## src/sv/char_lcd_nibble_queue_controller_macros.svh

```systemverilog
// Assertion macros shared by the character LCD queue controller RTL.
// Each macro expects clk_i and rst_ni to be visible where it is used.
`ifndef CHAR_LCD_NIBBLE_QUEUE_CONTROLLER_MACROS_SVH
`define CHAR_LCD_NIBBLE_QUEUE_CONTROLLER_MACROS_SVH

// Same-cycle implication, checked out of reset.
`define CLNQ_ASSERT_IMP(name, ante, cons) \
  name: assert property (@(posedge clk_i) disable iff (!rst_ni) (ante) |-> (cons)) \
    else $error("clnq: same-cycle check failed");

// Next-cycle implication, checked out of reset.
`define CLNQ_ASSERT_NXT(name, ante, cons) \
  name: assert property (@(posedge clk_i) disable iff (!rst_ni) (ante) |=> (cons)) \
    else $error("clnq: next-cycle check failed");

`endif

```

## src/sv/clnq_pkg.sv

```systemverilog
// Shared types, codes and constants for the character LCD queue controller.
// Used by clnq_ctrl, clnq_datapath and the top level; depends on nothing.
package clnq_pkg;

  localparam int unsigned QUEUE_DEPTH_DEF = 256;

  // Request codes
  localparam logic [2:0] CMD_TICK       = 3'd0;
  localparam logic [2:0] CMD_SET_CURSOR = 3'd1;
  localparam logic [2:0] CMD_PUT_AT     = 3'd2;
  localparam logic [2:0] CMD_STREAM     = 3'd3;
  localparam logic [2:0] CMD_CLEAR      = 3'd4;
  localparam logic [2:0] CMD_CGRAM      = 3'd5;
  localparam logic [2:0] CMD_RAW        = 3'd6;

  // Result status codes
  localparam logic [1:0] ST_OK       = 2'd0;
  localparam logic [1:0] ST_FULL     = 2'd1;
  localparam logic [1:0] ST_BAD_SLOT = 2'd2;

  // Configuration register indexes
  localparam logic [1:0] CFG_NUM_ROWS = 2'd0;
  localparam logic [1:0] CFG_NUM_COLS = 2'd1;
  localparam logic [1:0] CFG_ENABLE   = 2'd2;

  localparam logic [2:0] NUM_ROWS_RST = 3'd2;
  localparam logic [5:0] NUM_COLS_RST = 6'd16;
  localparam logic       ENABLE_RST   = 1'b1;

  // Controller instruction bytes and special characters
  localparam logic [7:0] LCD_SET_DDRAM = 8'h80;
  localparam logic [7:0] LCD_SET_CGRAM = 8'h40;
  localparam logic [7:0] DISP_CLEAR    = 8'h01;
  localparam logic [7:0] CHAR_NEWLINE  = 8'd10;
  localparam logic [7:0] CHAR_RETURN   = 8'd13;

  // Which byte the datapath stages for the next queue write
  typedef enum logic [2:0] {
    PREP_NONE,
    PREP_MOVE_TARGET,
    PREP_MOVE_NEXT,
    PREP_MOVE_HOME,
    PREP_DATA,
    PREP_RAW,
    PREP_CLEAR,
    PREP_CGRAM
  } prep_e;

  typedef struct packed {
    logic       load_item;
    prep_e      prep;
    logic       push_hi;
    logic       push_lo;
    logic       set_status;
    logic [1:0] status_val;
    logic       tick_read;
    logic       tick_apply;
    logic       strobe_fall;
    logic       load_out;
  } ctrl_cmd_t;

  typedef struct packed {
    logic [2:0] cmd;
    logic       first;
    logic       char_nl;
    logic       char_cr;
    logic       slot_bad;
    logic       pos_differs;
    logic       col_over;
    logic       room_ok;
    logic       enable;
    logic       strobe_high;
    logic       queue_empty;
  } dp_stat_t;

  // DDRAM start address of each display row
  function automatic logic [7:0] row_base(input logic [1:0] row);
    logic [7:0] base;
    case (row)
      2'd0:    base = 8'h00;
      2'd1:    base = 8'h40;
      2'd2:    base = 8'h14;
      default: base = 8'h54;
    endcase
    return base;
  endfunction

endpackage

```

## src/sv/clnq_datapath.sv

```systemverilog
// Datapath of the character LCD queue controller: item and config registers,
// cursor, nibble queue memory, pin levels and result registers. Uses clnq_pkg.
`include "char_lcd_nibble_queue_controller_macros.svh"

module clnq_datapath #(
  parameter int unsigned QUEUE_DEPTH = clnq_pkg::QUEUE_DEPTH_DEF
) (
  input  logic                  clk_i,
  input  logic                  rst_ni,
  input  logic                  cfg_we_i,
  input  logic [1:0]            cfg_idx_i,
  input  logic [5:0]            cfg_data_i,
  input  logic [2:0]            cmd_i,
  input  logic [2:0]            row_i,
  input  logic [5:0]            col_i,
  input  logic [7:0]            char_code_i,
  input  logic                  first_i,
  input  logic [3:0]            cgram_index_i,
  input  clnq_pkg::ctrl_cmd_t   ctrl_i,
  output clnq_pkg::dp_stat_t    stat_o,
  output logic [1:0]            status_o,
  output logic                  pin_en_o,
  output logic                  pin_rs_o,
  output logic [3:0]            pin_data_o,
  output logic [1:0]            cursor_row_o,
  output logic [7:0]            cursor_col_o,
  output logic [8:0]            queue_level_o
);
  import clnq_pkg::*;

  localparam int unsigned PTR_W = $clog2(QUEUE_DEPTH);
  localparam int unsigned CNT_W = $clog2(QUEUE_DEPTH + 1);
  localparam logic [PTR_W-1:0] PTR_LAST = PTR_W'(QUEUE_DEPTH - 1);
  localparam logic [CNT_W-1:0] ROOM_MAX = CNT_W'(QUEUE_DEPTH - 2);
  localparam logic [CNT_W-1:0] CNT_FULL = CNT_W'(QUEUE_DEPTH);

  // Item fields
  logic [2:0] cmd_q;
  logic [2:0] row_q;
  logic [5:0] col_q;
  logic [7:0] ch_q;
  logic       first_q;
  logic [3:0] slot_q;

  // Configuration
  logic [2:0] num_rows_q;
  logic [5:0] num_cols_q;
  logic       enable_q;

  // Queue and pins
  logic [4:0]       mem_q [QUEUE_DEPTH];
  logic [4:0]       rdata_q;
  logic [PTR_W-1:0] head_q, head_d;
  logic [PTR_W-1:0] tail_q, tail_d;
  logic [CNT_W-1:0] count_q, count_d;
  logic             strobe_q, strobe_d;
  logic             rs_q, rs_d;
  logic [3:0]       data_q, data_d;
  logic [1:0]       cur_row_q, cur_row_d;
  logic [7:0]       cur_col_q, cur_col_d;
  logic [1:0]       status_q;

  // Staged byte and the cursor it leaves behind
  logic [7:0] pend_byte_q, pend_byte_d;
  logic       pend_rs_q, pend_rs_d;
  logic       pend_upd_q, pend_upd_d;
  logic [1:0] pend_row_q, pend_row_d;
  logic [7:0] pend_col_q, pend_col_d;

  // Result registers
  logic [1:0] out_status_q;
  logic       out_en_q;
  logic       out_rs_q;
  logic [3:0] out_data_q;
  logic [1:0] out_row_q;
  logic [7:0] out_col_q;
  logic [8:0] out_level_q;

  logic [2:0]       mv_row;
  logic [7:0]       mv_col;
  logic [1:0]       norm_row;
  logic [7:0]       mv_addr;
  logic             push;
  logic [4:0]       wdata;
  logic [CNT_W+8:0] level_ext;

  // Cursor move address
  always_comb begin
    mv_row = row_q;
    mv_col = {2'b00, col_q};
    case (ctrl_i.prep)
      PREP_MOVE_NEXT: begin
        mv_row = {1'b0, cur_row_q} + 3'd1;
        mv_col = 8'd0;
      end
      PREP_MOVE_HOME: begin
        mv_row = {1'b0, cur_row_q};
        mv_col = 8'd0;
      end
      default: begin
        mv_row = row_q;
        mv_col = {2'b00, col_q};
      end
    endcase
    norm_row = (mv_row >= num_rows_q || mv_row > 3'd3) ? 2'd0 : mv_row[1:0];
    mv_addr  = LCD_SET_DDRAM | (mv_col + row_base(norm_row));
  end

  always_comb begin
    pend_byte_d = pend_byte_q;
    pend_rs_d   = pend_rs_q;
    pend_upd_d  = pend_upd_q;
    pend_row_d  = pend_row_q;
    pend_col_d  = pend_col_q;
    case (ctrl_i.prep)
      PREP_MOVE_TARGET, PREP_MOVE_NEXT, PREP_MOVE_HOME: begin
        pend_byte_d = mv_addr;
        pend_rs_d   = 1'b0;
        pend_upd_d  = 1'b1;
        pend_row_d  = norm_row;
        pend_col_d  = mv_col;
      end
      PREP_DATA: begin
        pend_byte_d = ch_q;
        pend_rs_d   = 1'b1;
        pend_upd_d  = 1'b1;
        pend_row_d  = cur_row_q;
        pend_col_d  = cur_col_q + 8'd1;
      end
      PREP_RAW: begin
        pend_byte_d = ch_q;
        pend_rs_d   = 1'b1;
        pend_upd_d  = 1'b0;
      end
      PREP_CLEAR: begin
        pend_byte_d = DISP_CLEAR;
        pend_rs_d   = 1'b0;
        pend_upd_d  = 1'b1;
        pend_row_d  = 2'd0;
        pend_col_d  = 8'd0;
      end
      PREP_CGRAM: begin
        pend_byte_d = LCD_SET_CGRAM | {2'b00, slot_q[2:0], 3'b000};
        pend_rs_d   = 1'b0;
        pend_upd_d  = 1'b0;
      end
      default: begin
        pend_byte_d = pend_byte_q;
      end
    endcase
  end

  assign push  = ctrl_i.push_hi | ctrl_i.push_lo;
  assign wdata = ctrl_i.push_hi ? {pend_rs_q, pend_byte_q[7:4]} : {pend_rs_q, pend_byte_q[3:0]};

  always_comb begin
    head_d    = head_q;
    tail_d    = tail_q;
    count_d   = count_q;
    strobe_d  = strobe_q;
    rs_d      = rs_q;
    data_d    = data_q;
    cur_row_d = cur_row_q;
    cur_col_d = cur_col_q;
    if (push) begin
      tail_d  = (tail_q == PTR_LAST) ? '0 : tail_q + 1'b1;
      count_d = count_q + 1'b1;
    end
    if (ctrl_i.push_lo && pend_upd_q) begin
      cur_row_d = pend_row_q;
      cur_col_d = pend_col_q;
    end
    if (ctrl_i.strobe_fall) begin
      strobe_d = 1'b0;
    end
    if (ctrl_i.tick_apply) begin
      head_d   = (head_q == PTR_LAST) ? '0 : head_q + 1'b1;
      count_d  = count_q - 1'b1;
      rs_d     = rdata_q[4];
      data_d   = rdata_q[3:0];
      strobe_d = 1'b1;
    end
  end

  always_ff @(posedge clk_i or negedge rst_ni) begin
    if (!rst_ni) begin
      head_q     <= '0;
      tail_q     <= '0;
      count_q    <= '0;
      strobe_q   <= 1'b0;
      rs_q       <= 1'b0;
      data_q     <= 4'd0;
      cur_row_q  <= 2'd0;
      cur_col_q  <= 8'd0;
      status_q   <= ST_OK;
      num_rows_q <= NUM_ROWS_RST;
      num_cols_q <= NUM_COLS_RST;
      enable_q   <= ENABLE_RST;
    end else begin
      head_q    <= head_d;
      tail_q    <= tail_d;
      count_q   <= count_d;
      strobe_q  <= strobe_d;
      rs_q      <= rs_d;
      data_q    <= data_d;
      cur_row_q <= cur_row_d;
      cur_col_q <= cur_col_d;
      if (ctrl_i.load_item) begin
        status_q <= ST_OK;
      end else if (ctrl_i.set_status) begin
        status_q <= ctrl_i.status_val;
      end
      if (cfg_we_i) begin
        case (cfg_idx_i)
          CFG_NUM_ROWS: num_rows_q <= cfg_data_i[2:0];
          CFG_NUM_COLS: num_cols_q <= cfg_data_i;
          CFG_ENABLE:   enable_q   <= cfg_data_i[0];
          default:      enable_q   <= enable_q;
        endcase
      end
    end
  end

  // Payload registers
  always_ff @(posedge clk_i) begin
    if (ctrl_i.load_item) begin
      cmd_q   <= cmd_i;
      row_q   <= row_i;
      col_q   <= col_i;
      ch_q    <= char_code_i;
      first_q <= first_i;
      slot_q  <= cgram_index_i;
    end
    pend_byte_q <= pend_byte_d;
    pend_rs_q   <= pend_rs_d;
    pend_upd_q  <= pend_upd_d;
    pend_row_q  <= pend_row_d;
    pend_col_q  <= pend_col_d;
    if (ctrl_i.load_out) begin
      out_status_q <= status_q;
      out_en_q     <= strobe_q;
      out_rs_q     <= rs_q;
      out_data_q   <= data_q;
      out_row_q    <= cur_row_q;
      out_col_q    <= cur_col_q;
      out_level_q  <= level_ext[8:0];
    end
  end

  // Nibble queue memory: one write and one registered read port
  always_ff @(posedge clk_i) begin
    if (push) begin
      mem_q[tail_q] <= wdata;
    end
    if (ctrl_i.tick_read) begin
      rdata_q <= mem_q[head_q];
    end
  end

  assign level_ext = {9'd0, count_q};

  always_comb begin
    stat_o.cmd         = cmd_q;
    stat_o.first       = first_q;
    stat_o.char_nl     = (ch_q == CHAR_NEWLINE);
    stat_o.char_cr     = (ch_q == CHAR_RETURN);
    stat_o.slot_bad    = slot_q[3];
    stat_o.pos_differs = (cur_col_q != {2'b00, col_q}) || ({1'b0, cur_row_q} != row_q);
    stat_o.col_over    = (cur_col_q >= {2'b00, num_cols_q});
    stat_o.room_ok     = (count_q <= ROOM_MAX);
    stat_o.enable      = enable_q;
    stat_o.strobe_high = strobe_q;
    stat_o.queue_empty = (count_q == '0);
  end

  assign status_o      = out_status_q;
  assign pin_en_o      = out_en_q;
  assign pin_rs_o      = out_rs_q;
  assign pin_data_o    = out_data_q;
  assign cursor_row_o  = out_row_q;
  assign cursor_col_o  = out_col_q;
  assign queue_level_o = out_level_q;

  `CLNQ_ASSERT_IMP(a_count_bound, 1'b1, count_q <= CNT_FULL)
  `CLNQ_ASSERT_IMP(a_push_has_room, ctrl_i.push_hi, count_q <= ROOM_MAX)
  `CLNQ_ASSERT_IMP(a_tick_nonempty, ctrl_i.tick_apply, (count_q != '0) && !strobe_q)
  `CLNQ_ASSERT_NXT(a_tick_pops, ctrl_i.tick_apply, strobe_q && (count_q == $past(count_q) - 1'b1))

endmodule

```

## src/sv/clnq_ctrl.sv

```systemverilog
// Sequencer of the character LCD queue controller: walks each request through
// its cursor moves and byte writes, and each tick through the queue read. Uses clnq_pkg.
module clnq_ctrl (
  input  logic                clk_i,
  input  logic                rst_ni,
  input  logic                in_valid_i,
  output logic                in_stall_o,
  output logic                out_valid_o,
  input  logic                out_stall_i,
  input  clnq_pkg::dp_stat_t  stat_i,
  output clnq_pkg::ctrl_cmd_t ctrl_o
);
  import clnq_pkg::*;

  typedef enum logic [3:0] {
    S_IDLE,
    S_DISPATCH,
    S_FIRST,
    S_WRAP,
    S_FINAL,
    S_CHECK,
    S_HI,
    S_LO,
    S_TICK,
    S_OUT
  } state_e;

  state_e state_q, state_d;
  state_e ret_q, ret_d;
  logic   out_valid_q, out_valid_d;

  always_comb begin
    ctrl_o      = '0;
    ctrl_o.prep = PREP_NONE;
    state_d     = state_q;
    ret_d       = ret_q;
    out_valid_d = out_valid_q && out_stall_i;
    case (state_q)
      S_IDLE: begin
        if (in_valid_i) begin
          ctrl_o.load_item = 1'b1;
          state_d          = S_DISPATCH;
        end
      end
      S_DISPATCH: begin
        case (stat_i.cmd)
          CMD_TICK: begin
            if (!stat_i.enable) begin
              state_d = S_OUT;
            end else if (stat_i.strobe_high) begin
              ctrl_o.strobe_fall = 1'b1;
              state_d            = S_OUT;
            end else if (stat_i.queue_empty) begin
              state_d = S_OUT;
            end else begin
              ctrl_o.tick_read = 1'b1;
              state_d          = S_TICK;
            end
          end
          CMD_SET_CURSOR: begin
            ctrl_o.prep = PREP_MOVE_TARGET;
            ret_d       = S_OUT;
            state_d     = S_CHECK;
          end
          CMD_PUT_AT: begin
            state_d = S_FIRST;
          end
          CMD_STREAM: begin
            state_d = stat_i.first ? S_FIRST : S_WRAP;
          end
          CMD_CLEAR: begin
            ctrl_o.prep = PREP_CLEAR;
            ret_d       = S_OUT;
            state_d     = S_CHECK;
          end
          CMD_CGRAM: begin
            if (stat_i.slot_bad) begin
              ctrl_o.set_status = 1'b1;
              ctrl_o.status_val = ST_BAD_SLOT;
              state_d           = S_OUT;
            end else begin
              ctrl_o.prep = PREP_CGRAM;
              ret_d       = S_OUT;
              state_d     = S_CHECK;
            end
          end
          CMD_RAW: begin
            ctrl_o.prep = PREP_RAW;
            ret_d       = S_OUT;
            state_d     = S_CHECK;
          end
          default: begin
            state_d = S_OUT;
          end
        endcase
      end
      S_FIRST: begin
        if (stat_i.pos_differs) begin
          ctrl_o.prep = PREP_MOVE_TARGET;
          ret_d       = (stat_i.cmd == CMD_STREAM) ? S_WRAP : S_FINAL;
          state_d     = S_CHECK;
        end else begin
          state_d = (stat_i.cmd == CMD_STREAM) ? S_WRAP : S_FINAL;
        end
      end
      S_WRAP: begin
        // past the last column: go to the start of the next row
        if (stat_i.col_over) begin
          ctrl_o.prep = PREP_MOVE_NEXT;
          ret_d       = S_FINAL;
          state_d     = S_CHECK;
        end else begin
          state_d = S_FINAL;
        end
      end
      S_FINAL: begin
        if (stat_i.cmd == CMD_STREAM && stat_i.char_nl) begin
          ctrl_o.prep = PREP_MOVE_NEXT;
        end else if (stat_i.cmd == CMD_STREAM && stat_i.char_cr) begin
          ctrl_o.prep = PREP_MOVE_HOME;
        end else begin
          ctrl_o.prep = PREP_DATA;
        end
        ret_d   = S_OUT;
        state_d = S_CHECK;
      end
      S_CHECK: begin
        // drop the rest of the request on the first full-queue failure
        if (stat_i.room_ok) begin
          state_d = S_HI;
        end else begin
          ctrl_o.set_status = 1'b1;
          ctrl_o.status_val = ST_FULL;
          state_d           = S_OUT;
        end
      end
      S_HI: begin
        ctrl_o.push_hi = 1'b1;
        state_d        = S_LO;
      end
      S_LO: begin
        ctrl_o.push_lo = 1'b1;
        state_d        = ret_q;
      end
      S_TICK: begin
        ctrl_o.tick_apply = 1'b1;
        state_d           = S_OUT;
      end
      S_OUT: begin
        // hold the finished item until the result register is free
        if (!out_valid_q || !out_stall_i) begin
          ctrl_o.load_out = 1'b1;
          out_valid_d     = 1'b1;
          state_d         = S_IDLE;
        end
      end
      default: begin
        state_d = S_IDLE;
      end
    endcase
  end

  always_ff @(posedge clk_i or negedge rst_ni) begin
    if (!rst_ni) begin
      state_q     <= S_IDLE;
      ret_q       <= S_OUT;
      out_valid_q <= 1'b0;
    end else begin
      state_q     <= state_d;
      ret_q       <= ret_d;
      out_valid_q <= out_valid_d;
    end
  end

  assign in_stall_o  = (state_q != S_IDLE);
  assign out_valid_o = out_valid_q;

endmodule

```

## src/sv/char_lcd_nibble_queue_controller.sv

```systemverilog
// Character LCD 4-bit front end: requests fill a nibble queue, ticks drive the pins.
// Top level; instantiates clnq_ctrl and clnq_datapath, uses clnq_pkg.
//
// Input channel (in_valid_i / in_stall_o): one item per request or tick, with
// cmd, row, col, char_code, first and cgram_index. Output channel
// (out_valid_o / out_stall_i): one result per item with status, the pin levels
// now driven, the tracked cursor and the queue level.
// Configuration: cfg_we_i writes num_rows (index 0), num_cols (1) or enable (2)
// from cfg_data_i; write only while no item is in flight.
// Sequencing: a tick passes through dispatch and result load, with a queue read
// between them when it reads the queue; a request passes through dispatch and
// result load plus a decision step for each cursor or character step and a room
// check, high and low nibble write for each queued byte. The queue memory has one
// write port, so each byte is written as a high and then a low nibble. One item is
// in work at a time; the next is accepted the cycle after the current result
// enters the output register.
// Reset: queue empty, internal pin levels low, internal cursor at row 0 column 0,
// num_rows 2, num_cols 16, enable 1; the output result registers are not reset.
// No clearing pass; queue entries are written before read. A stalled result holds
// its value; a done item waits in its final state until the output register frees.
module char_lcd_nibble_queue_controller #(
  parameter int unsigned QUEUE_DEPTH = clnq_pkg::QUEUE_DEPTH_DEF
) (
  input  logic       clk_i,
  input  logic       rst_ni,
  input  logic       cfg_we_i,
  input  logic [1:0] cfg_idx_i,
  input  logic [5:0] cfg_data_i,
  input  logic       in_valid_i,
  output logic       in_stall_o,
  input  logic [2:0] cmd_i,
  input  logic [2:0] row_i,
  input  logic [5:0] col_i,
  input  logic [7:0] char_code_i,
  input  logic       first_i,
  input  logic [3:0] cgram_index_i,
  output logic       out_valid_o,
  input  logic       out_stall_i,
  output logic [1:0] status_o,
  output logic       pin_en_o,
  output logic       pin_rs_o,
  output logic [3:0] pin_data_o,
  output logic [1:0] cursor_row_o,
  output logic [7:0] cursor_col_o,
  output logic [8:0] queue_level_o
);
  import clnq_pkg::*;

  ctrl_cmd_t ctrl;
  dp_stat_t  stat;

  clnq_ctrl u_ctrl (
    .clk_i       (clk_i),
    .rst_ni      (rst_ni),
    .in_valid_i  (in_valid_i),
    .in_stall_o  (in_stall_o),
    .out_valid_o (out_valid_o),
    .out_stall_i (out_stall_i),
    .stat_i      (stat),
    .ctrl_o      (ctrl)
  );

  clnq_datapath #(
    .QUEUE_DEPTH (QUEUE_DEPTH)
  ) u_datapath (
    .clk_i         (clk_i),
    .rst_ni        (rst_ni),
    .cfg_we_i      (cfg_we_i),
    .cfg_idx_i     (cfg_idx_i),
    .cfg_data_i    (cfg_data_i),
    .cmd_i         (cmd_i),
    .row_i         (row_i),
    .col_i         (col_i),
    .char_code_i   (char_code_i),
    .first_i       (first_i),
    .cgram_index_i (cgram_index_i),
    .ctrl_i        (ctrl),
    .stat_o        (stat),
    .status_o      (status_o),
    .pin_en_o      (pin_en_o),
    .pin_rs_o      (pin_rs_o),
    .pin_data_o    (pin_data_o),
    .cursor_row_o  (cursor_row_o),
    .cursor_col_o  (cursor_col_o),
    .queue_level_o (queue_level_o)
  );

endmodule
```

## config.mk

```make
export PLATFORM = sky130hd
export DESIGN_NAME = char_lcd_nibble_queue_controller
export DESIGN_NICKNAME = d
export VERILOG_FILES = /design/src/sv/clnq_pkg.sv /design/src/sv/clnq_datapath.sv /design/src/sv/clnq_ctrl.sv /design/src/sv/char_lcd_nibble_queue_controller.sv
export VERILOG_INCLUDE_DIRS = /design/src /design/src/sv
export SDC_FILE = /design/constraint.sdc
export NUM_CORES = 2
export LEC_CHECK = 0
export ABC_AREA = 1
export BUFFER_PORTS_ARGS = -buffer_cell sky130_fd_sc_hd__buf_2
export CORE_MARGIN = 8
export CORE_UTILIZATION = 45
export CTS_CLUSTER_DIAMETER = 150
export DETAILED_ROUTE_END_ITERATION = 10
export HOLD_SLACK_MARGIN = 0.1
export PLACE_DENSITY = 0.56
export SETUP_SLACK_MARGIN = 0.15
export SLEW_MARGIN = 25
export SYNTH_ARGS = -nofsm -noshare
export SYNTH_HDL_FRONTEND = slang
export SYNTH_SLANG_ARGS = --single-unit
export TNS_END_PERCENT = 100
```

## constraint.sdc

```tcl
create_clock -name clk_i -period 6.58 [get_ports clk_i]
set_input_delay 1.316 -clock clk_i [delete_from_list [all_inputs] [get_ports clk_i]]
set_output_delay 1.316 -clock clk_i [all_outputs]
set_load 0.02 [all_outputs]
```

# == Yosys cells after proc, flatten, opt, wreduce, memory -nomap -nowiden ==
# Memory sizes are Yosys's and may differ from the RTL's. A register that Yosys moved wholly into a read port is not among the register bits.
# Index checks and enable logic that the tools add are counted.
# W data, S select, Z words.
# word_totals
register_bits,134
ramBits,1280
input_bits,38
out_inout_bits,29
word_cells,186
n_memories,1
# memory_table
memory,depth,word_bits,read_ports,rd_clocked_by_memory_dff,wr,line,source
u_datapath.mem_q,256,5,1,1,1,clnq_datapath.sv:51,logic [4:0] mem_q [QUEUE_DEPTH];
# classes
addsub,7
n_lt_le_gt_ge,4
eq_ne,38
n_mux,67
bitwise_logic,1
reduce_logical,35
# ops
cell,count
$mux W4,10
$pmux W4 S10,1
$pmux W8 S4,1
$mux W1,27
$add A8 B1 Y8 const B,3
$pmux W3 S4,2
$pmux W8 S3,1
$eq A3 B3 Y1 const B,7
$mux W3,7
$pmux W7 S3,1
$pmux W4 S5,1
$mux W9,2
$eq A4 B3 Y1 const B,4
$eq A8 B4 Y1 const B,2
$eq A8 B8 Y1 const B,2
$mux W8,2
$pmux W4 S4,1
$eq A3 B2 Y1 const B,4
$pmux W3 S2,2
$reduce_bool A4 Y1,3
$reduce_bool A2 Y1,5
$reduce_or A5 Y1,2
$add A9 B1 Y9 const B,1
$le A9 B8 Y1 const B,1
35 further kinds,60

# == Depth between registers and ports, before layout ==
# logic_depth
ltp_word,14
depth_mapped,30
mapped_depth_nobuf,30

# == Modules after synthesis ==
# A second synthesis with hierarchy kept.
# hier_totals
hier_cells,5671
hier_area_um2,60544.3
# modules_own_cells
mod,instances,cells_each,area_each_um2,seq_area_each_um2
clnq_datapath,1,5535,59661.0,42079.1
clnq_ctrl,1,136,883.3,227.7

# == Worst setup path before layout ==
# No wires, ideal clock.
# synth_path
path_type,reg2reg
start,register u_datapath.pend_rs_q
end,memory u_datapath.mem_q[0][4] (data pin)
setup_ns,0.817
t_arrival_ns,3.228
required_time_ns,5.763
setup_slack_ns,2.534
path_stages_with_launch,1
path_buffers,0
period_less_slack_ns,4.046
cell_sequence,edfxtp_1
# synth_lines
element,line,source
from (decl),clnq_datapath.sv:65,"logic pend_rs_q, pend_rs_d;"
from (signal assigned),clnq_datapath.sv:235,pend_rs_q <= pend_rs_d;
to (decl),clnq_datapath.sv:51,
# No word-level cell before the write port.

# == Worst setup path after layout ==
# layout_path
start,register u_datapath.cur_col_q[3]
end,register u_datapath.pend_byte_q[6] (data pin)
# layout_between
elab_chain_len,13
# layout_rtl
element,line,source
from (decl),clnq_datapath.sv:60,"logic [7:0] cur_col_q, cur_col_d;"
from (signal assigned),clnq_datapath.sv:207,cur_col_q <= cur_col_d;
branches (longest 3 deep; another with $ge A8 B6 Y1),-,
$pmux W3 S4 *,clnq_ctrl.sv:38,case (state_q)
$eq A3 B2 Y1,"clnq_datapath.sv:91, clnq_datapath.sv:115",
$pmux W3 S2,clnq_datapath.sv:91,case (ctrl_i.prep)
$ge A3 B3 Y1 or $gt A3 B2 Y1 (tied branches),clnq_datapath.sv:105,norm_row = (mv_row >= num_rows_q || mv_row > 3'd3) ? 2'd0 : mv_row[1:0];
$logic_or A1 B1 Y1,clnq_datapath.sv:105,
$mux W2,clnq_datapath.sv:105,
$eq A2 B2 Y1 (tied with other cells),clnq_pkg.sv:79,case (row)
$pmux W7 S3,clnq_pkg.sv:79,
$add A6 B7 Y7,clnq_datapath.sv:106,mv_addr = LCD_SET_DDRAM | (mv_col + row_base(norm_row));
$pmux W8 S4 *,clnq_datapath.sv:115,case (ctrl_i.prep)
via u_datapath.pend_byte_d[6],clnq_datapath.sv:64,"logic [7:0] pend_byte_q, pend_byte_d;"
to (signal assigned),clnq_datapath.sv:234,pend_byte_q <= pend_byte_d;
to (decl),clnq_datapath.sv:64,
# Mark *: on every way through the listed nets, which the timed path passes.
# A chain may end at the register's enable or synchronous reset.

==> results.sh <==
export IMPL_hold_viol_final=0
export IMPL_drc_errors=0
export IMPL_drive_above_1_share_pct=8.06
export IMPL_core_region_area_sq_mm=0.129
export IMPL_vdd_drop_max_v=0.000362
export IMPL_cp_data_required_time_ns=7.10
export IMPL_grt_pass1_vias=36024
export IMPL_slew_headroom_pct=27.6
export IMPL_grt_max_degree=196
export IMPL_numPortBuffers=66
export IMPL_fin_crit_sh_pct=65.9
export IMPL_outcome="completed"
export IMPL_grt_pass1_wl_um=234000
export IMPL_antenna_cells=0
export IMPL_p_per_area_mw_per_mm2=440
export IMPL_io_pins=67
export IMPL_postLayoutCoreUtil_pct=50.2
export IMPL_viasPerCell=5.63
export IMPL_reg2reg_setup_slack_ns=2.25
export IMPL_cts_resized=0
export IMPL_max_freq_ghz=0.231
export IMPL_period_minus_slack_ns=4.33
export IMPL_synth_seq_cells=1419
export IMPL_async_reset_ff_share_pct=4.37
export IMPL_cts_setup_buffers=0
export IMPL_fin_area_sq_mm=0.0649
export IMPL_worst_setup_hold_path_clk_slew_ns=0.06
export IMPL_finalSetupViolations=0
export IMPL_hold_class="reg -> reg"
export IMPL_yosysWarnings=0
export IMPL_synthCells=4804
export IMPL_crit_path_end_kind="flip-flop"
export IMPL_synth_edff_count=1357
export IMPL_synth_top_cells_by_area="edfxtp_1 (70%), nor2_1 (6.9%), o21ai_0 (5.1%)"
export IMPL_die_area_sq_mm=0.142
export IMPL_h_tree_depth=4
export IMPL_gp_congestion=0.843
export IMPL_syn_num_nets=4869
export IMPL_area_growth_pct=11.0
export IMPL_antenna_found_initial=2
export IMPL_clk_path_buf_depth=3
export IMPL_yosys_area_top_type="edfxtp_1"
export IMPL_synth_ff_type="edfxtp_1"
export IMPL_crit_arrival_ns=4.85
export IMPL_fin_skew_ns=0.0294
export IMPL_cts_root_buf="clkbuf_16"
export IMPL_postSynthAreaPerCell_sq_um=12.2
export IMPL_antenna_left=0
export IMPL_whs_ns=0.449
export IMPL_routed_wl_um=156000
export IMPL_timing_setup_critical_path_class="reg -> reg"
export IMPL_rows=132
export IMPL_cp_start_kind="flip-flop"
export IMPL_cts_tree="done"
export IMPL_worst_slack_ns=2.25
export IMPL_fp_dieH_um=376
export IMPL_drv_cap=0
export IMPL_rsz0062_at_grt="false"
export IMPL_synth_seq_area_share_pct=72.4
export IMPL_clock_latency_ns=0.78
export IMPL_leakagePower_nw=21.2
export IMPL_placed_cell_area_sq_mm=0.0599
export IMPL_tns_ns=0
export IMPL_hold_buffers=0
export IMPL_netlist_area_sq_mm=0.0585
export IMPL_fin_nets=4841
export IMPL_place_ws_ns=2.31
export IMPL_grt_usage_pct=21.6
export IMPL_min_path_cells=0
export IMPL_yosysTopAreaCellShare_pct=69.7
export IMPL_yosysUniqueCellTypes=50
export IMPL_fp_dieW_um=376
export IMPL_crit_fanout=8
export IMPL_post_drt_wl_per_cell_um=23.5
export IMPL_grt_overflow=0
export IMPL_start_util_pct=45.3
export IMPL_slew_violations=0
export IMPL_dpl_hpwl_um=86900
export IMPL_worst_pin_slew_ns=1.08
export IMPL_r2r_cells=26
export IMPL_clock_sinks=1419
export IMPL_cts_buffers=150
export IMPL_via_count=37423
export IMPL_firstDrtPassIters=6
export IMPL_drt_iter0_markers=3866
cell families after synthesis:
| kind of cell | Yosys count | share of synthesized area (%) |
|---|---|---|
| flops | 1419 | 72.4 |
| compound gates | 1098 | 10.6 |
| buf+inv | 451 | 3.86 |
| fa+ha+maj | 27 | 0.591 |
| xor+xnor | 17 | 0.255 |
| mux | 7 | 0.135 |
| simple gates | 1785 | 12.2 |
stage by stage:
stage | total power, W | instances
after floorplan | 0.0176 | 4804
after global placement | 0.0203 | 6364
after detailed placement | 0.0203 | 6364
after CTS | 0.0287 | 6641
after global routing | 0.0299 | 6643
final | 0.0285 | 6643
routing by layer:
layer / wire length, um / track usage (%) / vias to the layer above
met5: 20 / 0 / -
li1: - / - / 17284
met2: 72200 / 33.7 / 1278
met1: 69400 / 31.1 / 18610
met3: 10400 / 3.60 / 249
met4: 4410 / 6.79 / 2
path summary, 6_finish.rpt:
path                                                startpoint                                  end
min                         u_datapath.status_q[1]$_DFFE_PN0P_     u_datapath.status_o[1]$_DFFE_PP_
max                        u_datapath.cur_col_q[3]$_DFFE_PN0P_  u_datapath.pend_byte_q[6]$_DFFE_PP_
max reg2reg                u_datapath.cur_col_q[3]$_DFFE_PN0P_  u_datapath.pend_byte_q[6]$_DFFE_PP_
min in group asynchronous                               rst_ni     u_datapath.data_q[1]$_DFFE_PN0P_
min reg2reg                 u_datapath.status_q[1]$_DFFE_PN0P_     u_datapath.status_o[1]$_DFFE_PP_
max in group asynchronous                               rst_ni     u_datapath.head_q[0]$_DFFE_PN0P_
placed cells by master (no fill, tap or decap), types with 5 or more instances in the layout:
cell        count
xor2_1         12
a21oi_1        88
clkbuf_16     157
clkinv_1       39
o211ai_1      133
bufinv_16      13
inv_2          17
inv_6           6
buf_4          46
nand3b_1        5
o21ai_0       592
inv_1         123
buf_2          65
clkinv_2       16
nor3_1          9
o221ai_1       25
o21ai_1        80
dfrtp_1        53
nand2_2         6
buf_12         12
nor2_2          5
or2_2           9
ha_1           26
nor2_1       1071
clkbuf_1       40
nand3_1       213
dfstp_2         5
nand4_1         9
xnor2_1         5
o22ai_1       163
edfxtp_1     1357
clkinvlp_4      5
nand2_1       441
area by class of cell:
type,instances,area (sq um)
Multi-Input combinational cell,2934,14000
Tap cell,1742,2180
Clock buffer,200,4120
Inverter,146,563
Clock inverter,77,733
Fill cell,11303,64300
Sequential cell,1419,42300
Timing Repair Buffer,125,966
synth_stat cells, types with 3 or more instances:
cell type / instances
a21oi_1: 89
o21ai_0: 592
o2111ai_1: 3
o21ai_1: 80
nor3_1: 10
nor2_2: 6
edfxtp_1: 1357
xor2_1: 12
nand4_1: 9
a31oi_1: 3
dfrtp_1: 57
nor2_1: 1072
clkbuf_1: 124
buf_4: 41
mux2_2: 7
or2_0: 3
o221ai_1: 25
dfstp_2: 5
inv_1: 126
or2_2: 9
nand3_1: 213
o211ai_1: 133
inv_2: 18
nand3b_1: 5
nor4_1: 4
o22ai_1: 163
buf_2: 89
nand2_1: 445
xnor2_1: 5
buf_1: 12
ha_1: 26
buf_6: 37
state kept, by name (all words and copies together), names as in the netlist, 3 cells and up:
register and cells:
u_datapath.count_q 9, u_datapath.slot_q 4, u_datapath.col_q 6, u_datapath.tail_q 8, u_datapath.cmd_q 3, u_datapath.queue_level_o 9, u_datapath.cur_col_q 8, u_datapath.mem_q 1280
u_datapath.pend_col_q 8, u_datapath.head_q 8, u_datapath.num_rows_q 3, u_datapath.data_q 4, u_datapath.pin_data_o 4, u_datapath.pend_byte_q 8, u_datapath.num_cols_q 6, u_datapath.row_q 3
u_datapath.ch_q 8, u_ctrl.state_q 4, u_datapath.rdata_q 5, u_ctrl.ret_q 4, u_datapath.cursor_col_o 8
power by group:
part           internal (W)  switching, W  leakage [nW]
Sequential           0.0116      0.000318          12.9
Combinational       0.00206       0.00622          5.90
Clock               0.00491       0.00347          2.35
worst max-delay path: stages, from the launching register on:
cell and delay [ns]:
dfrtp_1 0.48, ha_1 0.35, nand2_1 0.07, nand2_1 0.05
nor2_1 0.09, nand2_1 0.08, nand2_1 0.06, nand2_1 0.08
nand2_1 0.13, nand2_2 0.15, inv_2 0.13, nand2_1 0.06
nand3_1 0.13, inv_1 0.06, ha_1 0.26, o21ai_0 0.16
nand2_1 0.06, a21oi_1 0.15, inv_1 0.08, nor4_1 0.52
ha_1 0.28, ha_1 0.17, nand2_1 0.08, a21oi_1 0.19
nand3_1 0.09, nand3_1 0.09, nand2_1 0.05
(Power assumes the default switching activity.)
